--- src/sv/hrbd_pkg.sv ---
package hrbd_pkg;

  localparam int LINE_LIMIT_DEF  = 4096;
  localparam int LENGTH_BITS_DEF = 48;
  localparam int REM_W           = 64;
  localparam int OUT_LEN_W       = 48;
  localparam int PDATA_W         = 64;
  localparam int PADDR_W         = 4;
  localparam int REG_IDX_W       = PADDR_W - 3;

  localparam logic [REG_IDX_W-1:0] REG_MAX_CHUNK = '0;
  localparam logic [OUT_LEN_W-1:0] MAX_CHUNK_RST = 48'd1073741824;
  localparam logic [OUT_LEN_W-1:0] OUT_LEN_MAX   = '1;

  localparam logic [7:0] CH_CR    = 8'h0D;
  localparam logic [7:0] CH_LF    = 8'h0A;
  localparam logic [7:0] CH_NUL   = 8'h00;
  localparam logic [7:0] CH_PLUS  = 8'h2B;
  localparam logic [7:0] CH_MINUS = 8'h2D;
  localparam logic [7:0] CH_ZERO  = 8'h30;
  localparam logic [7:0] CH_LC_X  = 8'h78;
  localparam logic [7:0] CH_UC_X  = 8'h58;
  localparam logic [7:0] CH_LC_C  = 8'h63;

  localparam logic [8*5-1:0]  PAT_HTTP  = "HTTP/";
  localparam logic [8*15-1:0] PAT_CLEN  = "content-length:";
  localparam logic [8*18-1:0] PAT_TENC  = "transfer-encoding:";
  localparam logic [8*7-1:0]  PAT_CHUNK = "chunked";
  localparam logic [4:0] CLEN_LEN = 5'd15;
  localparam logic [4:0] TENC_LEN = 5'd18;

  typedef enum logic [3:0] {
    PH_STATUS, PH_STATUS_TAIL, PH_NAME, PH_CLEN, PH_TENC, PH_SKIP, PH_NUL,
    PH_CSIZE, PH_CDATA, PH_CEND, PH_TRAIL, PH_COUNTED, PH_TO_CLOSE, PH_DONE
  } phase_t;

  typedef enum logic [1:0] {
    EV_NONE, EV_HDR_OK, EV_BODY_DONE, EV_ERROR
  } ev_t;

  typedef enum logic [2:0] {
    ERR_NONE, ERR_CLOSED_HDR, ERR_BAD_STATUS, ERR_BAD_SIZE,
    ERR_TOO_LARGE, ERR_LINE_LONG, ERR_EARLY_END
  } err_t;

  typedef struct packed {
    logic       action;
    logic [7:0] data_byte;
  } in_item_t;

  typedef struct packed {
    logic                 payload_valid;
    logic [7:0]           payload_byte;
    logic [1:0]           event_res;
    logic [2:0]           error_kind;
    logic [9:0]           status_num;
    logic                 is_chunked;
    logic                 length_known;
    logic [OUT_LEN_W-1:0] declared_length;
  } res_t;

  function automatic logic is_ws(input logic [7:0] b);
    return (b == 8'h20) || (b >= 8'd9 && b <= 8'd13);
  endfunction

  function automatic logic is_dig(input logic [7:0] b);
    return (b >= 8'h30) && (b <= 8'h39);
  endfunction

  // {valid, value}
  function automatic logic [4:0] hex_val(input logic [7:0] b);
    logic [7:0] t;
    t = 8'h00;
    if (b >= 8'h30 && b <= 8'h39) begin
      t = b - 8'h30;
      return {1'b1, t[3:0]};
    end else if (b >= 8'h61 && b <= 8'h66) begin
      t = b - 8'h57;
      return {1'b1, t[3:0]};
    end else if (b >= 8'h41 && b <= 8'h46) begin
      t = b - 8'h37;
      return {1'b1, t[3:0]};
    end
    return 5'd0;
  endfunction

  function automatic logic [7:0] to_lower(input logic [7:0] b);
    return (b >= 8'h41 && b <= 8'h5A) ? b + 8'h20 : b;
  endfunction

  function automatic logic [7:0] http_at(input logic [2:0] i);
    int k;
    k = 4 - int'(i);
    if (i < 3'd5) return PAT_HTTP[8*k +: 8];
    return 8'h00;
  endfunction

  function automatic logic [7:0] clen_at(input logic [4:0] i);
    int k;
    k = 14 - int'(i);
    if (i < CLEN_LEN) return PAT_CLEN[8*k +: 8];
    return 8'h00;
  endfunction

  function automatic logic [7:0] tenc_at(input logic [4:0] i);
    int k;
    k = 17 - int'(i);
    if (i < TENC_LEN) return PAT_TENC[8*k +: 8];
    return 8'h00;
  endfunction

  function automatic logic [7:0] chunk_at(input logic [2:0] i);
    int k;
    k = 6 - int'(i);
    if (i < 3'd7) return PAT_CHUNK[8*k +: 8];
    return 8'h00;
  endfunction

endpackage

--- src/sv/hrbd_if.sv ---
interface hrbd_in_if;
  logic       valid;
  logic       ready;
  logic       action;
  logic [7:0] data_byte;
  modport source (output valid, action, data_byte, input ready);
  modport sink (input valid, action, data_byte, output ready);
endinterface

interface hrbd_out_if;
  logic        valid;
  logic        ready;
  logic        payload_valid;
  logic [7:0]  payload_byte;
  logic [1:0]  event_res;
  logic [2:0]  error_kind;
  logic [9:0]  status_num;
  logic        is_chunked;
  logic        length_known;
  logic [47:0] declared_length;
  modport source (output valid, payload_valid, payload_byte, event_res, error_kind,
                  status_num, is_chunked, length_known, declared_length,
                  input ready);
  modport sink (input valid, payload_valid, payload_byte, event_res, error_kind,
                status_num, is_chunked, length_known, declared_length,
                output ready);
endinterface

--- src/sv/hrbd_cfg.sv ---
module hrbd_cfg (
  input  logic                                  clk,
  input  logic                                  rst_n,
  input  logic                                  psel,
  input  logic                                  penable,
  input  logic                                  pwrite,
  input  logic [hrbd_pkg::PADDR_W-1:0]          paddr,
  input  logic [hrbd_pkg::PDATA_W-1:0]          pwdata,
  output logic [hrbd_pkg::PDATA_W-1:0]          prdata,
  output logic                                  pready,
  output logic [hrbd_pkg::OUT_LEN_W-1:0]        max_chunk
);
  logic [hrbd_pkg::OUT_LEN_W-1:0] max_chunk_r;
  logic [hrbd_pkg::REG_IDX_W-1:0] idx;
  logic                           wr_en;

  assign idx   = paddr[hrbd_pkg::PADDR_W-1:3];
  assign pready = 1'b1;
  assign wr_en = psel && penable && pwrite && (idx == hrbd_pkg::REG_MAX_CHUNK);

  always_ff @(posedge clk) begin
    if (!rst_n) begin
      max_chunk_r <= hrbd_pkg::MAX_CHUNK_RST;
    end else if (wr_en) begin
      max_chunk_r <= pwdata[hrbd_pkg::OUT_LEN_W-1:0];
    end
  end

  always_comb begin
    prdata = '0;
    if (idx == hrbd_pkg::REG_MAX_CHUNK) begin
      prdata = hrbd_pkg::PDATA_W'(max_chunk_r);
    end
  end

  assign max_chunk = max_chunk_r;
endmodule

--- src/sv/hrbd_parser.sv ---
module hrbd_parser #(
  parameter int LINE_LIMIT  = hrbd_pkg::LINE_LIMIT_DEF,
  parameter int LENGTH_BITS = hrbd_pkg::LENGTH_BITS_DEF
) (
  input  logic                           clk,
  input  logic                           rst_n,
  input  logic                           step,
  input  hrbd_pkg::in_item_t             item,
  input  logic [hrbd_pkg::OUT_LEN_W-1:0] max_chunk,
  output hrbd_pkg::res_t                 res
);
  localparam int LL_W = $clog2(LINE_LIMIT);
  localparam int LB   = LENGTH_BITS;
  localparam int RW   = hrbd_pkg::REM_W;

  hrbd_pkg::phase_t ph_r, ph_nxt;
  logic [1:0]      tm_r, tm_nxt;
  logic [LL_W-1:0] ll_r, ll_nxt;
  logic [4:0]      hp_r, hp_nxt;
  logic [1:0]      hc_r, hc_nxt;
  logic [2:0]      wp_r, wp_nxt;
  logic [2:0]      ss_r, ss_nxt;
  logic [9:0]      sv_r, sv_nxt;
  logic [LB-1:0]   lv_r, lv_nxt;
  logic [RW-1:0]   rb_r, rb_nxt;
  logic            cf_r, cf_nxt, lf_r, lf_nxt, ds_r, ds_nxt, le_r, le_nxt, sn_r, sn_nxt;
  logic [1:0]      ev;
  logic [2:0]      kd;
  logic            pv;

  logic [7:0]      b;
  logic [3:0]      dig;
  logic [4:0]      hx;
  logic [13:0]     sv_mac;
  logic [9:0]      sv_sat;
  logic [LB+3:0]   lv_mac;
  logic [LB-1:0]   lv_sat;
  logic [RW-1:0]   rb_hex, rb_neg, rb_dec;
  logic [LL_W-1:0] ll_inc;
  logic [63:0]     lv64;

  assign b      = item.data_byte;
  assign dig    = b[3:0];
  assign hx     = hrbd_pkg::hex_val(b);
  assign sv_mac = 14'({sv_r, 3'b000}) + 14'({sv_r, 1'b0}) + 14'(dig);
  assign sv_sat = (sv_mac > 14'd999) ? 10'd999 : sv_mac[9:0];
  assign lv_mac = (LB+4)'({lv_r, 3'b000}) + (LB+4)'({lv_r, 1'b0}) + (LB+4)'(dig);
  assign lv_sat = (lv_mac[LB+3:LB] != 4'd0) ? '1 : lv_mac[LB-1:0];
  assign rb_hex = (rb_r[RW-1:RW-4] != 4'd0) ? '1 : {rb_r[RW-5:0], hx[3:0]};
  assign rb_neg = (sn_r && (rb_r != '1)) ? (RW'(0) - rb_r) : rb_r;
  assign rb_dec = (rb_r != '0) ? rb_r - RW'(1) : '0;
  assign ll_inc = ll_r + LL_W'(1);

  always_comb begin : next_state
    logic hend, tohex, skip;
    hend = 1'b0; tohex = 1'b0; skip = 1'b0;
    ph_nxt = ph_r; tm_nxt = tm_r; ll_nxt = ll_r; hp_nxt = hp_r; hc_nxt = hc_r;
    wp_nxt = wp_r; ss_nxt = ss_r; sv_nxt = sv_r; lv_nxt = lv_r; rb_nxt = rb_r;
    cf_nxt = cf_r; lf_nxt = lf_r; ds_nxt = ds_r; le_nxt = le_r; sn_nxt = sn_r;
    ev = hrbd_pkg::EV_NONE; kd = hrbd_pkg::ERR_NONE; pv = 1'b0;
    if (item.action) begin
      if (ph_r <= hrbd_pkg::PH_NUL) begin
        ev = hrbd_pkg::EV_ERROR; kd = hrbd_pkg::ERR_CLOSED_HDR;
      end else if (ph_r == hrbd_pkg::PH_TO_CLOSE) begin
        ev = hrbd_pkg::EV_BODY_DONE;
      end else if (ph_r != hrbd_pkg::PH_DONE) begin
        ev = hrbd_pkg::EV_ERROR; kd = hrbd_pkg::ERR_EARLY_END;
      end
      ph_nxt = hrbd_pkg::PH_DONE;
    end else if (ph_r <= hrbd_pkg::PH_NUL) begin
      // blank line detector runs on every header byte
      if (b == hrbd_pkg::CH_CR) begin
        tm_nxt = (tm_r == 2'd2) ? 2'd3 : 2'd1;
      end else if (b == hrbd_pkg::CH_LF) begin
        hend = (tm_r == 2'd3);
        tm_nxt = (tm_r == 2'd1) ? 2'd2 : 2'd0;
      end else begin
        tm_nxt = 2'd0;
      end
      if (ph_r != hrbd_pkg::PH_NUL) begin
        if (b == hrbd_pkg::CH_CR || b == hrbd_pkg::CH_LF || b == hrbd_pkg::CH_NUL) begin
          skip = (ph_r == hrbd_pkg::PH_STATUS) && (ss_r == 3'd0);
          if (!skip) begin
            if (ph_r == hrbd_pkg::PH_STATUS && !(ss_r == 3'd7 && ds_r)) begin
              ss_nxt = 3'd0; ds_nxt = 1'b0;
            end
            ph_nxt = hrbd_pkg::PH_NAME; hp_nxt = 5'd0; hc_nxt = 2'b11; wp_nxt = 3'd0;
          end
          if (b == hrbd_pkg::CH_NUL) ph_nxt = hrbd_pkg::PH_NUL;
        end else if (ph_r == hrbd_pkg::PH_STATUS) begin
          if (ss_r < 3'd5) begin
            if (b == hrbd_pkg::http_at(ss_r)) begin
              ss_nxt = ss_r + 3'd1; ds_nxt = 1'b0;
            end else begin
              ss_nxt = 3'd0; ds_nxt = 1'b0; ph_nxt = hrbd_pkg::PH_STATUS_TAIL;
            end
          end else if (ss_r == 3'd5) begin
            if (!hrbd_pkg::is_ws(b)) ds_nxt = 1'b1;
            else if (ds_r) begin
              ss_nxt = 3'd6; ds_nxt = 1'b0;
            end
          end else if (ss_r == 3'd6) begin
            if (hrbd_pkg::is_ws(b)) begin
              ss_nxt = ss_r;
            end else if (b == hrbd_pkg::CH_PLUS || b == hrbd_pkg::CH_MINUS) begin
              sn_nxt = (b == hrbd_pkg::CH_MINUS); ss_nxt = 3'd7;
            end else if (hrbd_pkg::is_dig(b)) begin
              ss_nxt = 3'd7; ds_nxt = 1'b1;
              if (!sn_r) sv_nxt = sv_sat;
            end else begin
              ss_nxt = 3'd0; ds_nxt = 1'b0; ph_nxt = hrbd_pkg::PH_STATUS_TAIL;
            end
          end else begin
            if (hrbd_pkg::is_dig(b)) begin
              ds_nxt = 1'b1;
              if (!sn_r) sv_nxt = sv_sat;
            end else if (ds_r) begin
              ph_nxt = hrbd_pkg::PH_STATUS_TAIL;
            end else begin
              ss_nxt = 3'd0; ds_nxt = 1'b0; ph_nxt = hrbd_pkg::PH_STATUS_TAIL;
            end
          end
        end else if (ph_r == hrbd_pkg::PH_NAME) begin
          hc_nxt = hc_r;
          if (hc_r[0] && (hp_r >= hrbd_pkg::CLEN_LEN ||
                          hrbd_pkg::to_lower(b) != hrbd_pkg::clen_at(hp_r))) hc_nxt[0] = 1'b0;
          if (hc_r[1] && (hp_r >= hrbd_pkg::TENC_LEN ||
                          hrbd_pkg::to_lower(b) != hrbd_pkg::tenc_at(hp_r))) hc_nxt[1] = 1'b0;
          hp_nxt = hp_r + 5'd1;
          if (hc_nxt[0] && hp_nxt == hrbd_pkg::CLEN_LEN) begin
            ph_nxt = hrbd_pkg::PH_CLEN; lf_nxt = 1'b1; lv_nxt = '0; wp_nxt = 3'd0;
          end else if (hc_nxt[1] && hp_nxt == hrbd_pkg::TENC_LEN) begin
            ph_nxt = hrbd_pkg::PH_TENC; wp_nxt = 3'd0;
          end else if (hc_nxt == 2'b00) begin
            ph_nxt = hrbd_pkg::PH_SKIP;
          end
        end else if (ph_r == hrbd_pkg::PH_CLEN) begin
          // 0 lead, 1 digits, 2 negative digits, 3 stopped
          if (wp_r == 3'd0) begin
            if (hrbd_pkg::is_ws(b)) wp_nxt = 3'd0;
            else if (b == hrbd_pkg::CH_PLUS) wp_nxt = 3'd1;
            else if (b == hrbd_pkg::CH_MINUS) wp_nxt = 3'd2;
            else if (!hrbd_pkg::is_dig(b)) wp_nxt = 3'd3;
            else begin
              wp_nxt = 3'd1; lv_nxt = lv_sat;
            end
          end else if (wp_r == 3'd1 && hrbd_pkg::is_dig(b)) begin
            lv_nxt = lv_sat;
          end else if (!(wp_r == 3'd2 && hrbd_pkg::is_dig(b))) begin
            wp_nxt = 3'd3;
          end
        end else if (ph_r == hrbd_pkg::PH_TENC) begin
          if (wp_r < 3'd7 && b == hrbd_pkg::chunk_at(wp_r)) begin
            if (wp_r == 3'd6) begin
              cf_nxt = 1'b1; wp_nxt = 3'd0;
            end else begin
              wp_nxt = wp_r + 3'd1;
            end
          end else begin
            wp_nxt = (b == hrbd_pkg::CH_LC_C) ? 3'd1 : 3'd0;
          end
        end
      end
      if (hend) begin
        if (!(ss_nxt == 3'd7 && ds_nxt)) begin
          ev = hrbd_pkg::EV_ERROR; kd = hrbd_pkg::ERR_BAD_STATUS; ph_nxt = hrbd_pkg::PH_DONE;
        end else begin
          ll_nxt = '0; le_nxt = 1'b1; ds_nxt = 1'b0; sn_nxt = 1'b0; wp_nxt = 3'd0;
          rb_nxt = '0;
          ev = hrbd_pkg::EV_HDR_OK;
          if (cf_nxt) begin
            ph_nxt = hrbd_pkg::PH_CSIZE;
          end else if (lf_nxt) begin
            rb_nxt = RW'(lv_r);
            if (lv_r == '0) begin
              ev = hrbd_pkg::EV_BODY_DONE; ph_nxt = hrbd_pkg::PH_DONE;
            end else begin
              ph_nxt = hrbd_pkg::PH_COUNTED;
            end
          end else begin
            ph_nxt = hrbd_pkg::PH_TO_CLOSE;
          end
        end
      end
    end else if (ph_r == hrbd_pkg::PH_CSIZE || ph_r == hrbd_pkg::PH_CEND ||
                 ph_r == hrbd_pkg::PH_TRAIL) begin
      if (b != hrbd_pkg::CH_LF) begin
        ll_nxt = ll_inc;
        le_nxt = (ll_inc == LL_W'(1)) && (b == hrbd_pkg::CH_CR);
        if (ll_inc >= LL_W'(LINE_LIMIT - 1)) begin
          ev = hrbd_pkg::EV_ERROR; kd = hrbd_pkg::ERR_LINE_LONG; ph_nxt = hrbd_pkg::PH_DONE;
        end else if (ph_r == hrbd_pkg::PH_CSIZE) begin
          // size scan: 0 lead, 1 after sign, 2 after 0, 3 after 0x, 4 digits, 5 stopped
          unique case (wp_r)
            3'd0: begin
              if (hrbd_pkg::is_ws(b)) begin
                wp_nxt = 3'd0;
              end else if (b == hrbd_pkg::CH_PLUS || b == hrbd_pkg::CH_MINUS) begin
                sn_nxt = (b == hrbd_pkg::CH_MINUS); wp_nxt = 3'd1;
              end else if (b == hrbd_pkg::CH_ZERO) begin
                ds_nxt = 1'b1; wp_nxt = 3'd2;
              end else tohex = 1'b1;
            end
            3'd1: begin
              if (b == hrbd_pkg::CH_ZERO) begin
                ds_nxt = 1'b1; wp_nxt = 3'd2;
              end else tohex = 1'b1;
            end
            3'd2: begin
              if (b == hrbd_pkg::CH_LC_X || b == hrbd_pkg::CH_UC_X) wp_nxt = 3'd3;
              else tohex = 1'b1;
            end
            3'd3, 3'd4: tohex = 1'b1;
            default: tohex = 1'b0;
          endcase
          if (tohex) begin
            if (!hx[4]) begin
              wp_nxt = 3'd5;
            end else begin
              ds_nxt = 1'b1; wp_nxt = 3'd4; rb_nxt = rb_hex;
            end
          end
        end
      end else if (ph_r == hrbd_pkg::PH_CSIZE) begin
        if (!ds_r) begin
          ev = hrbd_pkg::EV_ERROR; kd = hrbd_pkg::ERR_BAD_SIZE; ph_nxt = hrbd_pkg::PH_DONE;
        end else begin
          ll_nxt = '0; le_nxt = 1'b1; ds_nxt = 1'b0; sn_nxt = 1'b0; wp_nxt = 3'd0;
          rb_nxt = '0;
          if (rb_neg == '0) begin
            ph_nxt = hrbd_pkg::PH_TRAIL;
          end else if (rb_neg > RW'(max_chunk)) begin
            ev = hrbd_pkg::EV_ERROR; kd = hrbd_pkg::ERR_TOO_LARGE; ph_nxt = hrbd_pkg::PH_DONE;
          end else begin
            rb_nxt = rb_neg; ph_nxt = hrbd_pkg::PH_CDATA;
          end
        end
      end else if (ph_r == hrbd_pkg::PH_CEND) begin
        ll_nxt = '0; le_nxt = 1'b1; ds_nxt = 1'b0; sn_nxt = 1'b0; wp_nxt = 3'd0;
        rb_nxt = '0; ph_nxt = hrbd_pkg::PH_CSIZE;
      end else if (le_r) begin
        ev = hrbd_pkg::EV_BODY_DONE; ph_nxt = hrbd_pkg::PH_DONE;
      end else begin
        ll_nxt = '0; le_nxt = 1'b1; ds_nxt = 1'b0; sn_nxt = 1'b0; wp_nxt = 3'd0;
        rb_nxt = '0;
      end
    end else if (ph_r == hrbd_pkg::PH_CDATA || ph_r == hrbd_pkg::PH_COUNTED) begin
      pv = 1'b1;
      rb_nxt = rb_dec;
      if (rb_dec == '0) begin
        if (ph_r == hrbd_pkg::PH_COUNTED) begin
          ev = hrbd_pkg::EV_BODY_DONE; ph_nxt = hrbd_pkg::PH_DONE;
        end else begin
          ll_nxt = '0; le_nxt = 1'b1; ds_nxt = 1'b0; sn_nxt = 1'b0; wp_nxt = 3'd0;
          ph_nxt = hrbd_pkg::PH_CEND;
        end
      end
    end else if (ph_r == hrbd_pkg::PH_TO_CLOSE) begin
      pv = 1'b1;
    end
  end

  assign lv64 = 64'(lv_nxt);

  always_comb begin : result
    res.payload_valid   = pv;
    res.payload_byte    = pv ? b : 8'h00;
    res.event_res       = ev;
    res.error_kind      = kd;
    res.status_num      = sv_nxt;
    res.is_chunked      = cf_nxt;
    res.length_known    = lf_nxt;
    res.declared_length = (lv64 > 64'(hrbd_pkg::OUT_LEN_MAX)) ? hrbd_pkg::OUT_LEN_MAX
                                                              : lv64[hrbd_pkg::OUT_LEN_W-1:0];
  end

  always_ff @(posedge clk) begin
    if (!rst_n) begin
      ph_r <= hrbd_pkg::PH_STATUS;
      tm_r <= '0; ll_r <= '0; hp_r <= '0; hc_r <= 2'b11; wp_r <= '0; ss_r <= '0;
      sv_r <= '0; lv_r <= '0; rb_r <= '0;
      cf_r <= 1'b0; lf_r <= 1'b0; ds_r <= 1'b0; le_r <= 1'b1; sn_r <= 1'b0;
    end else if (step) begin
      ph_r <= ph_nxt;
      tm_r <= tm_nxt; ll_r <= ll_nxt; hp_r <= hp_nxt; hc_r <= hc_nxt; wp_r <= wp_nxt;
      ss_r <= ss_nxt; sv_r <= sv_nxt; lv_r <= lv_nxt; rb_r <= rb_nxt;
      cf_r <= cf_nxt; lf_r <= lf_nxt; ds_r <= ds_nxt; le_r <= le_nxt; sn_r <= sn_nxt;
    end
  end
endmodule

--- src/sv/http_response_body_deframer.sv ---
// HTTP/1.x response body deframer.
// in_ch carries one beat per received response byte (action 0) or a
// connection-closed marker (action 1). out_ch carries exactly one result beat
// per input beat: the body byte when payload_valid is set, an event code
// (headers accepted, body complete, error with error_kind), and the current
// status code, chunked flag and declared Content-Length.
// Chunked, counted and read-until-close bodies are handled; max_chunk_size is
// written through the APB port at byte address 0; the user must write it only
// while the block is idle; the block does not enforce this. Each beat taken
// from in_ch goes to the input register, its result to the result register,
// which drives out_ch.valid. Throughput is one beat per cycle while out_ch
// is not stalled, set by the single pass of the parser between those two
// registers. When the receiver stalls, the result register holds and one
// more beat is held in the input register; in_ch.ready then drops until
// out_ch moves. Synchronous active-low reset returns the parser to the status
// line, clears both valid flags and sets max_chunk_size to 2^30. After body
// complete or any error, further input beats give empty results until reset.
module http_response_body_deframer #(
  parameter int LINE_LIMIT  = hrbd_pkg::LINE_LIMIT_DEF,
  parameter int LENGTH_BITS = hrbd_pkg::LENGTH_BITS_DEF
) (
  input  logic                           clk,
  input  logic                           rst_n,
  hrbd_in_if.sink                        in_ch,
  hrbd_out_if.source                     out_ch,
  input  logic                           psel,
  input  logic                           penable,
  input  logic                           pwrite,
  input  logic [hrbd_pkg::PADDR_W-1:0]   paddr,
  input  logic [hrbd_pkg::PDATA_W-1:0]   pwdata,
  output logic [hrbd_pkg::PDATA_W-1:0]   prdata,
  output logic                           pready
);
  logic                           in_v_r, out_v_r, adv, in_take;
  hrbd_pkg::in_item_t             in_item_r, in_item;
  hrbd_pkg::res_t                 res, out_res_r;
  logic [hrbd_pkg::OUT_LEN_W-1:0] max_chunk;

  hrbd_cfg u_cfg (
    .clk, .rst_n, .psel, .penable, .pwrite, .paddr, .pwdata, .prdata, .pready,
    .max_chunk
  );

  hrbd_parser #(.LINE_LIMIT(LINE_LIMIT), .LENGTH_BITS(LENGTH_BITS)) u_parser (
    .clk, .rst_n, .step(adv), .item(in_item_r), .max_chunk, .res
  );

  assign in_item.action    = in_ch.action;
  assign in_item.data_byte = in_ch.data_byte;

  // parse when the result register is free or being emptied
  assign adv         = in_v_r && (!out_v_r || out_ch.ready);
  assign in_ch.ready = !in_v_r || adv;
  assign in_take     = in_ch.valid && in_ch.ready;

  always_ff @(posedge clk) begin
    if (!rst_n) begin
      in_v_r  <= 1'b0;
      out_v_r <= 1'b0;
    end else begin
      if (in_ch.ready) in_v_r <= in_ch.valid;
      if (adv) out_v_r <= 1'b1;
      else if (out_ch.ready) out_v_r <= 1'b0;
    end
  end

  always_ff @(posedge clk) begin
    if (in_take) in_item_r <= in_item;
    if (adv) out_res_r <= res;
  end

  assign out_ch.valid           = out_v_r;
  assign out_ch.payload_valid   = out_res_r.payload_valid;
  assign out_ch.payload_byte    = out_res_r.payload_byte;
  assign out_ch.event_res       = out_res_r.event_res;
  assign out_ch.error_kind      = out_res_r.error_kind;
  assign out_ch.status_num      = out_res_r.status_num;
  assign out_ch.is_chunked      = out_res_r.is_chunked;
  assign out_ch.length_known    = out_res_r.length_known;
  assign out_ch.declared_length = out_res_r.declared_length;

  a_kind_only_on_error: assert property (@(posedge clk) disable iff (!rst_n)
    out_v_r && (out_res_r.event_res != hrbd_pkg::EV_ERROR)
      |-> out_res_r.error_kind == hrbd_pkg::ERR_NONE)
    else $error("error kind without error event");

  a_payload_not_error: assert property (@(posedge clk) disable iff (!rst_n)
    out_v_r && out_res_r.payload_valid |-> out_res_r.event_res != hrbd_pkg::EV_ERROR)
    else $error("payload beat carries an error");

  a_held_beat_kept: assert property (@(posedge clk) disable iff (!rst_n)
    in_v_r && out_v_r && !out_ch.ready |=> in_v_r && $stable(in_item_r))
    else $error("held input beat lost while output stalled");
endmodule
--- src/flat_wrapper.sv ---
// flat-port wrapper written by rule: the top's interface ports become plain ports
module http_response_body_deframer_flat 
#(
  parameter int LINE_LIMIT  = hrbd_pkg::LINE_LIMIT_DEF,
  parameter int LENGTH_BITS = hrbd_pkg::LENGTH_BITS_DEF
)
  (clk, rst_n, psel, penable, pwrite, paddr, pwdata, prdata, pready, in_ch_valid, in_ch_action, in_ch_data_byte, in_ch_ready, out_ch_valid, out_ch_payload_valid, out_ch_payload_byte, out_ch_event_res, out_ch_error_kind, out_ch_status_num, out_ch_is_chunked, out_ch_length_known, out_ch_declared_length, out_ch_ready);
  hrbd_in_if in_ch_i ();
  hrbd_out_if out_ch_i ();
  input  logic clk;
  input  logic rst_n;
  input  logic psel;
  input  logic penable;
  input  logic pwrite;
  input  logic [hrbd_pkg::PADDR_W-1:0] paddr;
  input  logic [hrbd_pkg::PDATA_W-1:0] pwdata;
  output logic [hrbd_pkg::PDATA_W-1:0] prdata;
  output logic pready;
  input wire logic [$bits(in_ch_i.valid)-1:0] in_ch_valid;
  input wire logic [$bits(in_ch_i.action)-1:0] in_ch_action;
  input wire logic [$bits(in_ch_i.data_byte)-1:0] in_ch_data_byte;
  output wire logic [$bits(in_ch_i.ready)-1:0] in_ch_ready;
  output wire logic [$bits(out_ch_i.valid)-1:0] out_ch_valid;
  output wire logic [$bits(out_ch_i.payload_valid)-1:0] out_ch_payload_valid;
  output wire logic [$bits(out_ch_i.payload_byte)-1:0] out_ch_payload_byte;
  output wire logic [$bits(out_ch_i.event_res)-1:0] out_ch_event_res;
  output wire logic [$bits(out_ch_i.error_kind)-1:0] out_ch_error_kind;
  output wire logic [$bits(out_ch_i.status_num)-1:0] out_ch_status_num;
  output wire logic [$bits(out_ch_i.is_chunked)-1:0] out_ch_is_chunked;
  output wire logic [$bits(out_ch_i.length_known)-1:0] out_ch_length_known;
  output wire logic [$bits(out_ch_i.declared_length)-1:0] out_ch_declared_length;
  input wire logic [$bits(out_ch_i.ready)-1:0] out_ch_ready;
  assign in_ch_i.valid = in_ch_valid;
  assign in_ch_i.action = in_ch_action;
  assign in_ch_i.data_byte = in_ch_data_byte;
  assign in_ch_ready = in_ch_i.ready;
  assign out_ch_valid = out_ch_i.valid;
  assign out_ch_payload_valid = out_ch_i.payload_valid;
  assign out_ch_payload_byte = out_ch_i.payload_byte;
  assign out_ch_event_res = out_ch_i.event_res;
  assign out_ch_error_kind = out_ch_i.error_kind;
  assign out_ch_status_num = out_ch_i.status_num;
  assign out_ch_is_chunked = out_ch_i.is_chunked;
  assign out_ch_length_known = out_ch_i.length_known;
  assign out_ch_declared_length = out_ch_i.declared_length;
  assign out_ch_i.ready = out_ch_ready;
  http_response_body_deframer #(.LINE_LIMIT(LINE_LIMIT), .LENGTH_BITS(LENGTH_BITS)) u_core (.clk(clk), .rst_n(rst_n), .in_ch(in_ch_i), .out_ch(out_ch_i), .psel(psel), .penable(penable), .pwrite(pwrite), .paddr(paddr), .pwdata(pwdata), .prdata(prdata), .pready(pready));
endmodule
--- config.mk ---
export PLATFORM = sky130hd
export DESIGN_NAME = http_response_body_deframer_flat
export DESIGN_NICKNAME = d
export VERILOG_FILES = /design/src/sv/hrbd_pkg.sv /design/src/sv/hrbd_if.sv /design/src/sv/hrbd_cfg.sv /design/src/sv/hrbd_parser.sv /design/src/sv/http_response_body_deframer.sv /design/src/flat_wrapper.sv
export SDC_FILE = /design/constraint.sdc
export NUM_CORES = 2
export LEC_CHECK = 0
export BUFFER_PORTS_ARGS = -buffer_cell sky130_fd_sc_hd__buf_2
export CORE_MARGIN = 1
export CORE_UTILIZATION = 60
export CTS_CLUSTER_DIAMETER = 80
export CTS_CLUSTER_SIZE = 12
export DETAILED_ROUTE_END_ITERATION = 6
export GPL_ROUTABILITY_DRIVEN = 0
export PLACE_DENSITY = 0.85
export SLEW_MARGIN = 40
export SYNTH_ARGS = -nofsm -noshare
export SYNTH_HDL_FRONTEND = slang
export SYNTH_SLANG_ARGS = --single-unit
--- constraint.sdc ---
create_clock -name clk -period 5.96 [get_ports clk]
set_input_delay 0.298 -clock clk [delete_from_list [all_inputs] [get_ports clk]]
set_output_delay 0.298 -clock clk [all_outputs]
set_load 0.05 [all_outputs]
Word level (Yosys, flattened, before mapping)
Cells that the tools add are included.
{"block": "totals", "reg_bits": 291, "output_inout_bits": 141, "word_cells": 596}
{"block": "classes", "addsub": 18, "n_lt_le_gt_ge": 20, "eq_ne": 66, "shifts": 4, "mux": 393, "n_bitwise": 2, "n_reduce_logical": 65}
{"op": "$mux 64", "n": 19}
{"op": "$mux 48", "n": 18}
{"op": "$mux 8", "n": 34}
{"op": "$mux 3", "n": 68}
{"op": "$mux 1", "n": 152}
{"op": "$mux 12", "n": 12}
{"op": "$shiftx 144x9->8 const A", "n": 1}
{"op": "$mux 10", "n": 13}
{"op": "$logic_not 64->1", "n": 2}
{"op": "$mux 4", "n": 30}
{"op": "$shiftx 120x9->8 const A", "n": 1}
{"op": "$mux 2", "n": 36}
{"op": "$gt 64x48->1", "n": 1}
{"op": "$ne 64x64->1 const B", "n": 1}
{"op": "$reduce_bool 64->1", "n": 1}
{"op": "$sub 1x64->64 const A", "n": 1}
{"op": "$sub 64x1->64 const B", "n": 1}
{"op": "$shiftx 56x7->8 const A", "n": 1}
{"op": "$add 51x49->52", "n": 1}
{"op": "$add 52x4->52", "n": 1}
{"op": "$gt 48x48->1 const B", "n": 1}
{"op": "$logic_not 48->1", "n": 1}
{"op": "$mux 5", "n": 8}
{"op": "$shiftx 40x7->8 const A", "n": 1}
{"op": "80 further kinds", "n": 163}

Depth between registers and ports, before layout
{"block": "depth", "word_depth": 39, "mapped_depth": 24, "mapped_depth_nobuf": 19}

By module
From an unflattened synthesis, not the netlist that was laid out.
{"block": "hier_totals", "cells_unflattened": 3534, "area_unflattened_um2": 26512.9}
{"module": "hrbd_parser", "n_inst": 1, "cells_per_inst": 3160, "area_each_um2": 21543.2}
{"module": "http_response_body_deframer", "n_inst": 1, "cells_per_inst": 92, "area_each_um2": 2596.2}
{"module": "hrbd_cfg", "n_inst": 1, "cells_per_inst": 282, "area_each_um2": 2373.5}

Worst setup path after synthesis
Ideal clock, no wire load.
{"block": "synth_path", "kind": "flip-flop to flip-flop", "from": "register u_core.u_parser.rb_r[7]", "to": "register u_core.u_parser.rb_r[45]", "setup_ns": 0.074, "t_arrival_ns": 4.784, "required_time_ns": 5.886, "setup_slack_ns": 1.102, "stages_incl_launch_ff": 25, "period_less_slack_ns": 4.858, "path_cell_list": "dfxtp_1 > clkbuf_1 > nand4_1 > nor4_1 > nand4_1 > nand2_1 > buf_2 > buf_2 > buf_1 > buf_1 > nor2_1 > xor2_1 > ha_1 > a21oi_1 > nor2b_1 > o31a_1 > o21ai_0 > a41oi_1 > nor2_1 > a31oi_1 > o21a_1 > a2111oi_4 > buf_6 > nand2_2 > a31oi_1"}
{"block": "synth_between", "elab_chain_cells": 11, "word_cells_on_any_way": 17, "classes_between": "2 x add/sub; 1 x order compare; 1 x eq/ne; 10 x mux; 3 x reduce/logical"}
{"element": "start, declared", "line_no": "hrbd_parser.sv:25", "rtl": "logic [RW-1:0] rb_r, rb_nxt;"}
{"element": "start signal, assigned", "line_no": "hrbd_parser.sv:286", "rtl": "ss_r <= ss_nxt; sv_r <= sv_nxt; lv_r <= lv_nxt; rb_r <= rb_nxt;"}
{"element": "branches (longest 9 deep; another with $sub 1x64->64)"}
{"element": "$mux 64 (*)", "line_no": "hrbd_parser.sv:185", "rtl": "end else if (ph_r == hrbd_pkg::PH_CSIZE || ph_r == hrbd_pkg::PH_CEND ||"}
{"element": "$mux 64 (*)", "line_no": "hrbd_parser.sv:70", "rtl": "end else if (ph_r <= hrbd_pkg::PH_NUL) begin"}
Every way passes the cells marked *. The select of a mux whose other input is x is not followed.
A chain may end at the register's enable or synchronous reset.

Final worst setup path
{"block": "layout_path", "from": "register u_core.u_parser.rb_r[12]", "to": "register u_core.u_parser.rb_r[32]"}
The elaborated chain is that of the path after synthesis.

==> impl_metrics.py <==
metrics = {
    "floorplanning": {
        "fp-row-count": 75,
        "die-area_um2": 43910,
        "initial_core_util": 0.6121,
        "die-width_um": 209.6,
        "io_pins": 225,
        "core_region_area_um2": 42230,
        "die-height_um": 209.6,
    },
    "drt": {
        "met1_length_mm": 32.11,
        "drt-initial-drc-count": 4534,
        "wl_met2_mm": 37.59,
        "wirelength_mm": 88.36,
        "drt_pass1_iterations": 7,
        "antenna_left": 0,
        "drc": 196,
        "avgRoutedWirePerCell_um": 21.60,
        "wl_met3_mm": 10.88,
        "viasPerCell": 6.959,
        "vias": 28463,
        "dr.max_layer_used": "met5",
    },
    "global_routing": {
        "grt_start_max_net_pins": 86,
        "grt_usage": 0.3918,
        "grt_pass1_wl_mm": 139.0,
        "grt_pass1_vias": 26134,
        "grt-ovfl-total": 0,
        "antenna_found_initial": 3,
    },
    "pwr": {
        "leakage_nw": 11.60,
        "powerDensity_nw_per_um2": 203.7,
        "ir_drop_v": 0.0002110,
    },
    "synthesis": {
        "ys_seq_area_frac": 0.2575,
        "yosysTopAreaCellShare": 0.1611,
        "synthArstFlopShare": 0,
        "synth_cells": 3430,
        "yosys_warnings": 0,
        "avgSynthCellArea_um2": 7.536,
        "synth_area_leaders": "dfxtp_1 (16%), edfxtp_1 (9.6%), ha_1 (9.3%), o21ai_0 (5.2%), nand2_1 (5.2%)",
        "syn_area_um2": 25850,
        "synth_edf_count": 83,
        "yosys_register_bits": 291,
        "synth-main-ff-cell": "dfxtp_1",
        "yosysTopAreaCell": "dfxtp_1",
        "ys_top_cells_by_count": "nand2_1 (358), nor2_1 (343), o21ai_0 (271), a21oi_1 (251)",
        "yosys.cell_count.top_type": "nand2_1",
        "synth_cell_types": 106,
    },
    "critical_path": {
        "r2r_end": "u_core.u_parser.rb_r[32]",
        "r2r_slack_ps": 90,
        "critical_path_arrival_ps": 6410,
        "critPathKind": "flip-flop to flip-flop",
        "cp-endpoint": "u_core.u_parser.rb_r[32]",
        "cp-end-kind": "flip-flop",
        "crit_fanout": 11,
        "rr_worst_depth": 18,
        "crit_start": "u_core.u_parser.rb_r[12]",
        "critPathRequiredTime_ps": 6500,
        "crit_path_start_kind": "flip-flop",
        "timing.rr.start": "u_core.u_parser.rb_r[12]",
    },
    "clock_network": {
        "htreeDepth": 1,
        "path_clk_slew_ps": 70,
        "post-cts-setup-buffers": 0,
        "numCtsBuffers": 30,
        "clockBufferDepth": 3,
        "cts.sinks": 291,
        "cts_root_buffer": "clkbuf_16",
        "clk_latency_ps": 610,
        "cts_tree": "done",
    },
    "status": {
        "violations": "design-rule violations",
        "outcome": "finished, violations left",
    },
    "sta": {
        "fin_crit_ps": 5873,
        "finClkSkew_ps": 20.54,
        "slew_violations": 0,
        "fin_setup_tns_ps": 0,
        "finalHoldViolations": 0,
        "fmax_mhz": 170.3,
        "slew_headroom": 0.3971,
        "worstMarginPinSlew_ps": 896.1,
        "rsz0062_at_grt": "false",
        "setup_viol": 0,
        "fin_ws_ps": 87.32,
        "fin_crit_sh": 0.9853,
    },
    "place": {
        "dp_hpwl_mm": 60.78,
        "dp_slack_ps": 591.3,
        "port_buffers": 188,
        "place_inst": 3979,
    },
    "job": {
        "maxCapViolations": 0,
    },
    "final_layout": {
        "area_delta_synth_final_pct": 11.04,
        "finalNonFillerCells": 4090,
        "drive_above_1_share": 0.1214,
        "nets": 3812,
    },
    "worst_hold_path": {
        "hold_class": "primary input to flip-flop",
    },
}
[worst max-delay path, cell delays in order (launching register included)]
cell       delay [ps]
dfxtp_1           660
nand4_1           320
nor4_1            450
nand4_1           240
nand2_1           410
nor2_1            100
xor2_1            710
ha_1              370
nand3_1           100
a21oi_1            60
o31a_1            240
o21ai_0           150
a41oi_1           170
nor2_1            130
a31oi_1           100
o21a_1            350
a2111oi_4         790
a221oi_1          200
a21oi_1           200
[layer usage]
metal / track usage / vias up
met5: 0.001112 / -
met4: 0.2696 / 4
met3: 0.1143 / 630
met2: 0.5986 / 2154
met1: 0.4762 / 12881
li1: - / 12794
[worst min-delay path by stage]
stage	slack (ps)	start	endpoint	depth (start not counted)
floorplan	400	in_ch_data_byte[0]	u_core.in_item_r[0]	0
global placement	440	u_core.u_cfg.max_chunk[5]	u_core.u_cfg.max_chunk[5]	2
detailed placement	450	u_core.u_cfg.max_chunk[34]	u_core.u_cfg.max_chunk[34]	2
CTS	8	out_ch_ready	u_core.out_ch.valid	4
global route	50	out_ch_ready	u_core.out_ch.valid	4
finish	10	out_ch_ready	u_core.out_ch.valid	4
[cell families (layout without fill, tap and decap cells)]
kind of cell,Yosys count,count (layout),share of synthesized area
AND/OR/NAND/NOR,1311,1311,0.2552
AO/OA/AOI/OAI,1022,1022,0.2548
buffers and inverters,399,504,0.06332
flip-flops,291,291,0.2575
adder cells (fa/ha/maj),197,197,0.09652
XOR/XNOR,182,182,0.06196
multiplexers,26,26,0.01041
other,2,18,0.0002906
[cell type report]
class | instances | area, um2
multi-input combinational | 2755 | 17740
fill | 3447 | 13530
sequential | 291 | 6656
timing repair buffer | 336 | 2252
clock buffer | 44 | 854.6
tap | 539 | 674.4
inverter | 117 | 440.4
clock inverter | 7 | 75.07
antenna | 1 | 2.502
[cells in the final DEF (no fill, tap or decap), types with 14 or more instances in the layout]
| cell | count |
|---|---|
| nand2_1 | 358 |
| nor2_1 | 341 |
| o21ai_0 | 271 |
| a21oi_1 | 251 |
| dfxtp_1 | 208 |
| ha_1 | 192 |
| buf_2 | 187 |
| inv_1 | 113 |
| xnor2_1 | 111 |
| nand4_1 | 87 |
| buf_4 | 84 |
| nand3_1 | 83 |
| edfxtp_1 | 83 |
| nor3_1 | 81 |
| a31oi_1 | 76 |
| xor2_1 | 66 |
| nor4_1 | 62 |
| dlygate4sd3_1 | 58 |
| o2bb2ai_1 | 48 |
| a21o_1 | 41 |
| o211ai_1 | 37 |
| or3_1 | 32 |
| nand2_2 | 32 |
| a211oi_1 | 31 |
| clkbuf_16 | 31 |
| nor2b_1 | 27 |
| o21a_1 | 27 |
| o31ai_1 | 26 |
| or4_1 | 25 |
| and3_1 | 25 |
| and2_1 | 24 |
| mux2i_1 | 19 |
| nand2b_1 | 18 |
| o21bai_1 | 18 |
| a41oi_1 | 18 |
| o22ai_1 | 17 |
| a221oi_1 | 17 |
| conb_1 | 17 |
| a2111oi_0 | 14 |
[per-stage QoR]
| step | hold slack [ps] | total power [mW] | area, um2 | utilization |
|---|---|---|---|---|
| floorplan | 396.9 | 3.397 | 25900 | - |
| global placement | 441.3 | 3.834 | 27080 | 0.6414 |
| detailed placement | 446.3 | 3.858 | 27100 | 0.6419 |
| CTS | 8.452 | 5.737 | 28610 | 0.6776 |
| global route | 47.27 | 6.017 | 28700 | 0.6796 |
| finish | 11.92 | 5.845 | 28700 | 0.6796 |
[repair_timing]
action / CTS / global route
hold endpoints to repair: 58 / 0
hold buffers: 58 / 0
endpoints found under the setup margin: 0 / 24
resized for setup: 0 / 5
[sequential cells by signal (all words and copies together), names as in the netlist, 2 cells and up]
register	flops
u_core.u_cfg.max_chunk	48
u_core.u_parser.lv_r	48
u_core.u_parser.hp_r	5
u_core.out_ch.payload_byte	8
u_core.out_ch.status_num	10
u_core.out_ch.declared_length	48
u_core.u_parser.rb_r	64
u_core.in_item_r	9
u_core.out_ch.error_kind	3
u_core.u_parser.ss_r	3
u_core.u_parser.wp_r	3
u_core.u_parser.tm_r	2
u_core.u_parser.ll_r	12
u_core.u_parser.ph_r	4
u_core.u_parser.sv_r	10
u_core.out_ch.event_res	2
u_core.u_parser.hc_r	2
[where the power goes]
group / total, mW / switching, mW / internal [mW]
clock: 1.88 / 0.848 / 1.03
sequential: 2.15 / 0.0690 / 2.08
combinational: 1.82 / 1.22 / 0.602
Note: power is estimated with default switching activity, not from simulation.
